File: config.mk
export PLATFORM = sky130hd
export DESIGN_NAME = mf3_out_fifo
export DESIGN_NICKNAME = d
export VERILOG_FILES = /design/src/hdl/mf3_pkg.sv /design/src/hdl/mf3_out_fifo.sv
export SDC_FILE = /design/constraint.sdc
export NUM_CORES = 1
export LEC_CHECK = 0
export BUFFER_PORTS_ARGS = -buffer_cell sky130_fd_sc_hd__buf_4
export CAP_MARGIN = 20
export CORE_ASPECT_RATIO = 1.25
export CORE_MARGIN = 2
export CORE_UTILIZATION = 50
export CTS_BUF_LIST = sky130_fd_sc_hd__clkbuf_16
export DETAILED_ROUTE_END_ITERATION = 7
export PLACE_DENSITY = 0.67
export SLEW_MARGIN = 0
export SYNTH_ARGS = -nofsm -noshare
export SYNTH_HDL_FRONTEND = slang
export SYNTH_SLANG_ARGS = --single-unit
File: constraint.sdc
create_clock -name clk -period 5.3 [get_ports clk]
set_input_delay 1.06 -clock clk [delete_from_list [all_inputs] [get_ports clk]]
set_output_delay 1.06 -clock clk [all_outputs]
set_load 0.05 [all_outputs]
File: src/hdl/mf3_pkg.sv
// ----------------------------------------------------------------------------
// mf3_pkg
// Shared types and constants of the 3x3 median filter.
// ----------------------------------------------------------------------------
package mf3_pkg;

  localparam int MAX_WIDTH  = 1024;
  localparam int PIX_W      = 8;
  localparam int COL_W      = 10;
  localparam int ROW_W      = 16;
  localparam int WIDTH_W    = 11;
  localparam int HEIGHT_W   = 16;
  localparam int LS_ADDR_W  = $clog2(MAX_WIDTH);
  localparam int LS_DATA_W  = 2 * PIX_W;

  localparam int CFG_IDX_W  = 1;
  localparam int CFG_DATA_W = 16;

  localparam logic [CFG_IDX_W-1:0] REG_FRAME_WIDTH  = 1'd0;
  localparam logic [CFG_IDX_W-1:0] REG_FRAME_HEIGHT = 1'd1;

  localparam logic [WIDTH_W-1:0]  RESET_WIDTH  = 11'd512;
  localparam logic [HEIGHT_W-1:0] RESET_HEIGHT = 16'd512;

  localparam int FIFO_DEPTH = 16;
  localparam int FIFO_PTR_W = $clog2(FIFO_DEPTH);
  localparam int FIFO_CNT_W = $clog2(FIFO_DEPTH + 1);

  typedef struct packed {
    logic [PIX_W-1:0] pixel_in;
    logic             frame_start;
  } pix_t;

  typedef struct packed {
    logic [PIX_W-1:0] pixel_out;
    logic [COL_W-1:0] out_column;
    logic [ROW_W-1:0] out_row;
    logic             last_of_run;
  } res_t;

  // position and flags of one pixel as it moves down the pipeline
  typedef struct packed {
    logic [COL_W-1:0] col;
    logic [ROW_W-1:0] row;
    logic [PIX_W-1:0] pixel;
    logic             has_med;
    logic             has_pass;
  } item_t;

  // up to two results written into the output queue in one cycle
  typedef struct packed {
    logic en0;
    logic en1;
    res_t d0;
    res_t d1;
  } push_t;

endpackage

File: src/hdl/mf3_out_fifo.sv
// ----------------------------------------------------------------------------
// mf3_out_fifo
// Result queue taking up to two results per cycle and giving one per cycle while res_ready is high.
// ----------------------------------------------------------------------------
module mf3_out_fifo (
  input  logic                           clk,
  input  logic                           rst,
  input  mf3_pkg::push_t                 push,
  output logic                           res_valid,
  input  logic                           res_ready,
  output mf3_pkg::res_t                  res_data,
  output logic [mf3_pkg::FIFO_CNT_W-1:0] count
);
  import mf3_pkg::*;

  res_t                  slots [FIFO_DEPTH];
  logic [FIFO_PTR_W-1:0] wr_ptr;
  logic [FIFO_PTR_W-1:0] rd_ptr;
  logic                  pop;
  logic [1:0]            n_push;

  assign res_valid = (count != '0);
  assign res_data  = slots[rd_ptr];
  assign pop       = res_valid && res_ready;
  assign n_push    = {1'b0, push.en0} + {1'b0, push.en1};

  always_ff @(posedge clk) begin
    if (push.en0) begin
      slots[wr_ptr] <= push.d0;
    end
    if (push.en1) begin
      slots[wr_ptr + FIFO_PTR_W'(1)] <= push.d1;
    end
  end

  always_ff @(posedge clk) begin
    if (rst) begin
      wr_ptr <= '0;
      rd_ptr <= '0;
      count  <= '0;
    end else begin
      wr_ptr <= wr_ptr + FIFO_PTR_W'(n_push);
      rd_ptr <= rd_ptr + FIFO_PTR_W'(pop);
      count  <= count + FIFO_CNT_W'(n_push) - FIFO_CNT_W'(pop);
    end
  end

endmodule

==> qor.yml <==
fin_crit_ns: 4.26
totalWireLength_mm: 74.2
cp_top_family: "flip-flops"
synth_cell_types: 39
async_flop_share_pct: 0
hp-class: "reg2reg"
postRouteAntennaNets: 0
worstRegToRegCells: 4
antenna_found_initial: 0
crit_path_frequent_cell: "buf_4"
irDropWorstVdd_uv: 316
start_kind: "register"
route.detailed.drc: 0
clockBufferDepth: 3
finalSetupTns_ns: 0
crit_fanout: 40
dr.pass1.iters: 5
crit_type: "reg2out"
reg2reg_to: "slots[0][33]$_DFFE_PP_"
yosysTopAreaCell: "edfxtp_1"
synth_seq_cells: 573
outcome: "complete, no violations"
syn_nets: 1754
fp-row-count: 98
maxSlewViolCount: 0
rsz0062_at_grt: "false"
multiInputGateArea_um2: 11000
core-area_um2: 57000
register_area_um2: 17100
leakagePower_nw: 10.4
io_pins: 116
clkTransAtPathRegs_ns: 0.06
diodes: 0
start_util_pct: 50.3
worst_pin_slew_ns: 1.15
yosysSeqAreaShare_pct: 59.5
cts-hold-fix-buffers: 0
gp_congestion: 0.762
synth_cells: 1665
relSlewSlack_pct: 23.2
synthTopCellsByArea: "edfxtp_1 (59%), mux2_2 (21%), mux4_2 (11%), a22oi_1 (1.8%), clkbuf_1 (1.2%)"
slowest_delay_ns: 0.81
setup_viol: 0
ctsHtreeMaxLevel: 2
cp.depth: 5
setup.worst_path.start: "rd_ptr[1]$_SDFF_PP0_"
dieArea_um2: 59300
vias_per_cell: 6.26
root_buffer: "clkbuf_16"
dpl.hpwl_mm: 44.1
rr_startpoint: "wr_ptr[2]$_SDFF_PP0_"
powerDensity_nw_per_um2: 383
cap_violations: 0
cts_num_sinks: 573
hold_viol: 0
drt-initial-drc-count: 1232
finalNetCount: 1801
tritoncts: "yes"
place_area_um2: 30400
synth_edf_count: 560
cp.required_ns: 4.24
grt_pass1_vias: 17077
total_power_mw: 12.3
preCtsSetupSlack_ns: 1.67
drive_above_1_share_pct: 54.2
overflow: 0
wl_per_cell_um: 29.6
vias: 15706
fillers: 4479
critPathBufInv: 2
die_w_um: 218
cts_buffers: 56
cp_slowest_cell: "dfxtp_4"
rrSetupSlack_ns: 2.01
syn-mean-instance-area_um2: 17.2
yosysWarningCount: 0
die_y_um: 272
fin_area_um2: 32000
skew_ns: 0.0266
cts_setup_buffers: 0
timing.final.ws_setup_ns: 1.04
synthFlopType: "edfxtp_1"
yosysTopAreaCellShare_pct: 58.6
grt_usage_pct: 25.3
worstPathArrival_ns: 3.20
io_buffer_count: 115
holdWs_ns: 0.651
grt_max_degree: 51
worstPathCellList: "buf_4, mux4_2, a22oi_1, nand2_1, buf_4"
clock_latency_ns: 0.64
cts_resized: 0
grt_pass1_wl_mm: 111
end_kind: "output port"
endpoint: "res_data[23]"
area_growth_pct: 11.6
fin_crit_sh_pct: 80.4
synthesis.area_um2: 28700
max_freq_ghz: 0.235
## layer usage
layer  wire [um]  share of wire [%]  global-route usage, %  up-vias
met3        3770                5.1                   3.72      124
met5           0                  0                      0        -
met2       38400                 52                   44.6      504
met4        2280                3.1                   8.25        0
li1            -                  -                      -     6781
met1       29700                 40                   32.2     8297
## cells by family after synthesis
logic type | count (synthesis) | synth area share [%]
flops | 573 | 59.5
xor+xnor | 5 | 0.153
compound gates | 82 | 2.10
fa+ha+maj | 14 | 0.663
mux | 700 | 33.0
buf+inv | 186 | 2.76
simple gates | 105 | 1.86
## layout make-up
| cell class | instances | share of cell area (%) |
|---|---|---|
| Tap cell | 750 | 2.93 |
| Sequential cell | 573 | 53.3 |
| Timing Repair Buffer | 161 | 3.97 |
| Clock inverter | 47 | 0.707 |
| Multi-Input combinational cell | 906 | 34.4 |
| Inverter | 14 | 0.164 |
| Clock buffer | 57 | 4.45 |
## synth_stat cells, types with 2 or more instances
cell type / n
edfxtp_1: 560
mux2_2: 546
mux4_2: 140
clkbuf_1: 93
a22oi_1: 70
buf_2: 65
nand2_1: 44
nor2_1: 19
mux2_1: 14
dfxtp_1: 13
ha_1: 12
inv_1: 12
buf_1: 11
nor2b_1: 11
nor2_2: 6
a21oi_1: 5
nor3_1: 5
nand3_1: 4
and2_1: 3
buf_4: 3
nand2b_1: 3
nor3_4: 3
xor2_1: 3
a21o_1: 2
fa_1: 2
inv_2: 2
xnor2_1: 2
## worst min-delay path by stage
| stage | slack (ns) | end | start | cells after the start |
|---|---|---|---|---|
| floorplan | 0.53 | rd_ptr[3]$_SDFF_PP0_ | rd_ptr[3]$_SDFF_PP0_ | 2 |
| global placement | 0.62 | count[0]$_SDFF_PP0_ | count[0]$_SDFF_PP0_ | 2 |
| detailed placement | 0.63 | count[0]$_SDFF_PP0_ | count[0]$_SDFF_PP0_ | 2 |
| CTS | 0.66 | count[0]$_SDFF_PP0_ | count[0]$_SDFF_PP0_ | 2 |
| global route | 0.71 | count[0]$_SDFF_PP0_ | count[0]$_SDFF_PP0_ | 2 |
| finish | 0.65 | count[0]$_SDFF_PP0_ | count[0]$_SDFF_PP0_ | 2 |
## sequential cells by signal, summed over array words and instances, names as in the netlist
register and count:
slots 560, count 5, rd_ptr 4, wr_ptr 4
## cells in the final DEF, fill, tap and decap left out, types with 3 or more instances in the layout
master,count
nor2_1,8
mux2_2,546
dfxtp_1,11
xor2_1,3
mux2_1,14
buf_4,156
nor2b_1,7
nor3_4,3
edfxtp_1,560
nor3_2,3
nand3_1,3
ha_1,12
inv_1,35
clkbuf_16,57
mux4_2,140
buf_12,5
clkinv_1,16
clkinv_2,5
nor2_4,17
a21oi_1,5
nand2_1,43
nor2b_4,4
a22oi_1,70
## power by group
group	switching, mW	internal (mW)
Sequential	0.157	5.24
Combinational	1.79	1.41
Clock	1.73	1.94
## per-stage QoR
step	util (%)	instances
after global placement	53.2	2402
after global routing	56.2	2508
final	56.2	2508
after detailed placement	53.3	2404
after floorplan	-	1665
after CTS	56.2	2508
## worst register-to-register path, delay by kind of cell, from the launching register on
kind	cells	cell delay (ns)
simple gates	2	1.24
buf+inv	1	0.50
flops	1	0.90
mux	1	0.41
No activity file was read; power rests on OpenSTA's default activity.
