### src/hdl/mf3_pkg.sv
// ----------------------------------------------------------------------------
// mf3_pkg
// Shared types and constants of the 3x3 median filter.
// ----------------------------------------------------------------------------
package mf3_pkg;

  localparam int MAX_WIDTH  = 1024;
  localparam int PIX_W      = 8;
  localparam int COL_W      = 10;
  localparam int ROW_W      = 16;
  localparam int WIDTH_W    = 11;
  localparam int HEIGHT_W   = 16;
  localparam int LS_ADDR_W  = $clog2(MAX_WIDTH);
  localparam int LS_DATA_W  = 2 * PIX_W;

  localparam int CFG_IDX_W  = 1;
  localparam int CFG_DATA_W = 16;

  localparam logic [CFG_IDX_W-1:0] REG_FRAME_WIDTH  = 1'd0;
  localparam logic [CFG_IDX_W-1:0] REG_FRAME_HEIGHT = 1'd1;

  localparam logic [WIDTH_W-1:0]  RESET_WIDTH  = 11'd512;
  localparam logic [HEIGHT_W-1:0] RESET_HEIGHT = 16'd512;

  localparam int FIFO_DEPTH = 16;
  localparam int FIFO_PTR_W = $clog2(FIFO_DEPTH);
  localparam int FIFO_CNT_W = $clog2(FIFO_DEPTH + 1);

  typedef struct packed {
    logic [PIX_W-1:0] pixel_in;
    logic             frame_start;
  } pix_t;

  typedef struct packed {
    logic [PIX_W-1:0] pixel_out;
    logic [COL_W-1:0] out_column;
    logic [ROW_W-1:0] out_row;
    logic             last_of_run;
  } res_t;

  // position and flags of one pixel as it moves down the pipeline
  typedef struct packed {
    logic [COL_W-1:0] col;
    logic [ROW_W-1:0] row;
    logic [PIX_W-1:0] pixel;
    logic             has_med;
    logic             has_pass;
  } item_t;

  // up to two results written into the output queue in one cycle
  typedef struct packed {
    logic en0;
    logic en1;
    res_t d0;
    res_t d1;
  } push_t;

endpackage

### src/hdl/mf3_median.sv
// ----------------------------------------------------------------------------
// mf3_median
// 3x3 window of sorted columns and a two-stage median of nine.
// ----------------------------------------------------------------------------
module mf3_median (
  input  logic                      clk,
  input  logic                      rst,
  input  logic                      col_valid,
  input  mf3_pkg::item_t            col_item,
  input  logic [mf3_pkg::PIX_W-1:0] col_up,
  input  logic [mf3_pkg::PIX_W-1:0] col_mid,
  output logic                      med_valid,
  output mf3_pkg::item_t            med_item,
  output logic [mf3_pkg::PIX_W-1:0] median
);
  import mf3_pkg::*;

  typedef struct packed {
    logic [PIX_W-1:0] lo;
    logic [PIX_W-1:0] md;
    logic [PIX_W-1:0] hi;
  } col_t;

  function automatic logic [PIX_W-1:0] max2(input logic [PIX_W-1:0] a,
                                            input logic [PIX_W-1:0] b);
    return (a > b) ? a : b;
  endfunction

  function automatic logic [PIX_W-1:0] min2(input logic [PIX_W-1:0] a,
                                            input logic [PIX_W-1:0] b);
    return (a < b) ? a : b;
  endfunction

  function automatic logic [PIX_W-1:0] med3(input logic [PIX_W-1:0] a,
                                            input logic [PIX_W-1:0] b,
                                            input logic [PIX_W-1:0] c);
    return max2(min2(a, b), min2(max2(a, b), c));
  endfunction

  function automatic col_t sort3(input logic [PIX_W-1:0] a,
                                 input logic [PIX_W-1:0] b,
                                 input logic [PIX_W-1:0] c);
    logic [PIX_W-1:0] x, y, z, t;
    col_t s;
    x = a;
    y = b;
    z = c;
    if (x > y) begin
      t = x; x = y; y = t;
    end
    if (y > z) begin
      t = y; y = z; z = t;
    end
    if (x > y) begin
      t = x; x = y; y = t;
    end
    s.lo = x;
    s.md = y;
    s.hi = z;
    return s;
  endfunction

  col_t             win [3];
  logic             s2_valid;
  item_t            s2_item;
  logic [PIX_W-1:0] s3_lo;
  logic [PIX_W-1:0] s3_md;
  logic [PIX_W-1:0] s3_hi;
  col_t             new_col;

  assign new_col = sort3(col_up, col_mid, col_item.pixel);

  // window holds each column already sorted, oldest in slot 0
  always_ff @(posedge clk) begin
    if (rst) begin
      win[0]    <= '0;
      win[1]    <= '0;
      win[2]    <= '0;
      s2_valid  <= 1'b0;
      med_valid <= 1'b0;
    end else begin
      if (col_valid) begin
        win[0] <= win[1];
        win[1] <= win[2];
        win[2] <= new_col;
      end
      s2_valid  <= col_valid;
      med_valid <= s2_valid;
    end
  end

  // median of nine = med3(max of lows, median of middles, min of highs)
  always_ff @(posedge clk) begin
    s2_item  <= col_item;
    med_item <= s2_item;
    s3_lo    <= max2(max2(win[0].lo, win[1].lo), win[2].lo);
    s3_md    <= med3(win[0].md, win[1].md, win[2].md);
    s3_hi    <= min2(min2(win[0].hi, win[1].hi), win[2].hi);
  end

  assign median = med3(s3_lo, s3_md, s3_hi);

endmodule

### config.mk
export PLATFORM = sky130hd
export DESIGN_NAME = mf3_median
export DESIGN_NICKNAME = d
export VERILOG_FILES = /design/src/hdl/mf3_pkg.sv /design/src/hdl/mf3_median.sv
export SDC_FILE = /design/constraint.sdc
export NUM_CORES = 1
export LEC_CHECK = 0
export BUFFER_PORTS_ARGS = -buffer_cell sky130_fd_sc_hd__buf_2
export CORE_MARGIN = 2
export CORE_UTILIZATION = 55
export DETAILED_ROUTE_END_ITERATION = 10
export PLACE_DENSITY = 0.83
export SLEW_MARGIN = 20
export SYNTH_ARGS = -nofsm -noshare
export SYNTH_HDL_FRONTEND = slang
export SYNTH_SLANG_ARGS = --single-unit
export TNS_END_PERCENT = 1
### constraint.sdc
create_clock -name clk -period 12.75 [get_ports clk]
set_input_delay 2.55 -clock clk [delete_from_list [all_inputs] [get_ports clk]]
set_output_delay 2.55 -clock clk [all_outputs]
set_load 0.01 [all_outputs]
==> impl_metrics.yaml <==
logic_synthesis:
  synth_edf_count: 72
  synthFlopType: "dfxtp_1"
  ys_types: 49
  synth_largest_area_cell: "edfxtp_1"
  avgSynthCellArea_um2: 10.8
  ys_seq_area_share_pct: 48.1
  syn-num-nets: 949
  ys_top_cells_by_count: "inv_1, ha_1, dfxtp_1"
  synth_warnings: 0
  synth_most_common_cell: "inv_1"
  async_flop_share_pct: 0
  synthTopCellsByArea: "edfxtp_1, dfxtp_1, ha_1"
  syn_area_um2: 8570
  synth_cells: 794
  postSynthRegisterBits: 170
  yosysTopAreaCellShare_pct: 25.2
drt:
  post-route-drc-count: 0
  antenna_left: 0
  vias: 6197
  vias_per_cell: 5.63
  dr.pass1.iters: 4
  drt-initial-drc-count: 466
  wl_per_cell_um: 16.5
  wl_um: 18200
timing:
  worst_slack_ns: 4.35
  min_period_ns: 8.40
  rsz0062_at_grt: "no"
  fin_crit_sh_pct: 65.9
  relSlewSlack_pct: 26.6
  clock_skew_ns: 0.00815
  fmax_mhz: 119
  hold_viol: 0
  maxSlewViolCount: 0
  finalSetupViolations: 0
  tightest_slew_ns: 1.10
  tns_ns: 0
place:
  gp_congestion: 0.895
  io_buffers: 99
  pre_cts_slack_ns: 4.79
  hpwl_um: 13300
  dp_cells: 1068
floorplan:
  die_h_um: 129
  initial_core_util_pct: 56.4
  dieArea_um2: 16600
  core_region_area_um2: 15200
  io_pins: 100
  rows: 45
  fp.dieW_um: 129
pwr:
  leakage_nw: 4.69
  powerDensity_nw_per_um2: 223
  peakVddDrop_mv: 0.205
worst_setup_path:
  path_cells: "inv_1 -> ha_1 -> nor2b_1 -> o211ai_1 -> a21oi_1 -> o21ai_1 -> mux2_2 -> ha_1 -> a21oi_1 -> nand2_1 -> a21oi_1 -> o21ai_0 -> a31oi_4 -> mux2i_1 -> ha_1 -> a21o_1 -> a21oi_1 -> a21oi_1 -> o21ai_1 -> mux2i_1 -> buf_2"
  rr_startpoint: "win[0][37]"
  cp-start-kind: "flop"
  cpMostUsedCell: "a21oi_1"
  arrival_ns: 5.85
  crit_path_max_fanout: 10
  crit_buf_inv: 2
  worstPathRequired_ns: 10.20
  cp-end-kind: "output pin"
  path_class: "flop to output pin"
  cpPeakStageDelay_ns: 0.68
  cp_top_family: "compound AO/OA/AOI/OAI gates"
  critical_path.slowest_cell: "o21ai_1"
  worstSetupPathDepth: 21
  r2r_cells: 18
  r2r_end: "s3_md[7]"
  ff2ff_setup_slack_ns: 6.95
grt:
  antenna_found_initial: 0
  grt_max_degree: 73
  grt_pass1_vias: 5878
  grt-ovfl-total: 0
  grt_pass1_wl_um: 28900
  grt_usage_pct: 22.3
cts:
  cts_tree: "yes"
  clock_sinks: 170
  clock_path_buffers: 2
  cts_hold_buf: 0
  cts_max_level: 4
  post_cts_buffers: 0
  numCtsBuffers: 17
  clkLatencyLatePin_ns: 0.43
  cts.clk_slew.worst_paths_ns: 0.07
  post_cts_resize_count: 0
  cts-root-buf: "clkbuf_16"
cells_and_area:
  num_antenna_cells: 0
  ff_latch_area_um2: 4120
  multi_input_area_um2: 3990
  fill_cells: 1155
  drive_gt1_share_pct: 21.4
  final_nets: 1054
  final_cells: 1100
  areaGrowthSynthToFinish_pct: 14.9
run:
  drv_cap: 0
outcome:
  outcome: "finished, final reports clean"
hold_path:
  holdPathStages: 0
  hp-start: "s2_item[1]"
  hold_class: "flop to flop"
  min_delay_worst_endpoint: "med_item[1]"
==> power by group <==
group | internal [mW] | switching (mW) | total, mW
Combinational | 0.451 | 0.570 | 1.02
Sequential | 0.638 | 0.0428 | 0.680
Clock | 0.270 | 0.226 | 0.496
==> stage by stage <==
step	utilization [%]	instance area [um^2]	power, mW	hold slack (ns)
3_3_place_gp	60.9	9260	1.66	0.310
3_5_place_dp	60.9	9260	1.69	0.312
4_1_cts	64.7	9840	2.19	0.326
2_1_floorplan	-	8570	1.43	0.310
6_report	64.8	9850	2.20	0.326
5_1_grt	64.8	9850	2.35	0.331
==> worst max path at each step <==
stage	slack (ns)	end	start
floorplan	5.47	median[1]	s3_md[1]
global placement	4.99	win[0][61]	col_mid[3]
detailed placement	4.79	win[0][61]	col_mid[3]
CTS	4.39	median[6]	s3_md[1]
global route	3.92	median[4]	s3_md[1]
finish	4.35	median[6]	s3_md[1]
==> cell usage in the layout (no fill, tap or decap), drive strengths merged, types with 4 or more instances in the layout <==
| cell | count |
|---|---|
| inv | 115 |
| buf | 102 |
| ha | 100 |
| dfxtp | 98 |
| nor2 | 73 |
| edfxtp | 72 |
| mux2i | 48 |
| mux2 | 44 |
| a21oi | 36 |
| o21ai | 33 |
| nand2 | 28 |
| clkbuf | 19 |
| nand3 | 17 |
| a21o | 14 |
| o32ai | 14 |
| and2 | 12 |
| a211oi | 11 |
| nor2b | 9 |
| nand4 | 8 |
| or2 | 8 |
| and3 | 6 |
| nand2b | 6 |
| o21bai | 4 |
| clkinv | 4 |
==> worst reg2reg max path: stages (launching register included) <==
cell and delay [ns]:
edfxtp_1 0.40, inv_1 0.10, ha_1 0.25, and4_1 0.22, a21boi_2 0.18, o21ai_1 0.54
mux2_2 0.42, ha_1 0.31, a211oi_1 0.33, nand3_1 0.16, o41ai_4 0.62, mux2i_1 0.21
ha_1 0.35, nand3_1 0.12, o22ai_1 0.20, o21bai_1 0.08, a21oi_1 0.87, nand2_1 0.14
o21ai_1 0.19
==> area by class of cell <==
cell class | count | area share, %
Inverter | 106 | 4.04
Tap cell | 188 | 2.39
Clock buffer | 19 | 4.61
Timing Repair Buffer | 102 | 5.26
Sequential cell | 170 | 41.9
Clock inverter | 13 | 1.27
Multi-Input combinational cell | 502 | 40.5
==> sequential cells by signal, indices dropped and copies added, names as in the netlist <==
register / cells
win: 72
med_item: 36
s2_item: 36
s3_hi: 8
s3_lo: 8
s3_md: 8
med_valid: 1
s2_valid: 1
==> routing by layer <==
metal	up-vias	wire, um	track usage [%]
li1	3022	-	-
met1	2935	7780	28.7
met2	197	9060	37.5
met3	43	943	4.24
met4	0	418	8.31
met5	-	0	0
==> cells by family (layout without fill, tap and decap cells) <==
group	count (synthesis)	after routing	share of synthesized area (%)
flops	170	170	48.1
mux	92	92	11.4
compound gates	135	135	10.8
simple gates	175	175	9.66
buf+inv	122	240	5.40
fa+ha+maj	100	100	14.6
Power figures use the tool's default switching activity.
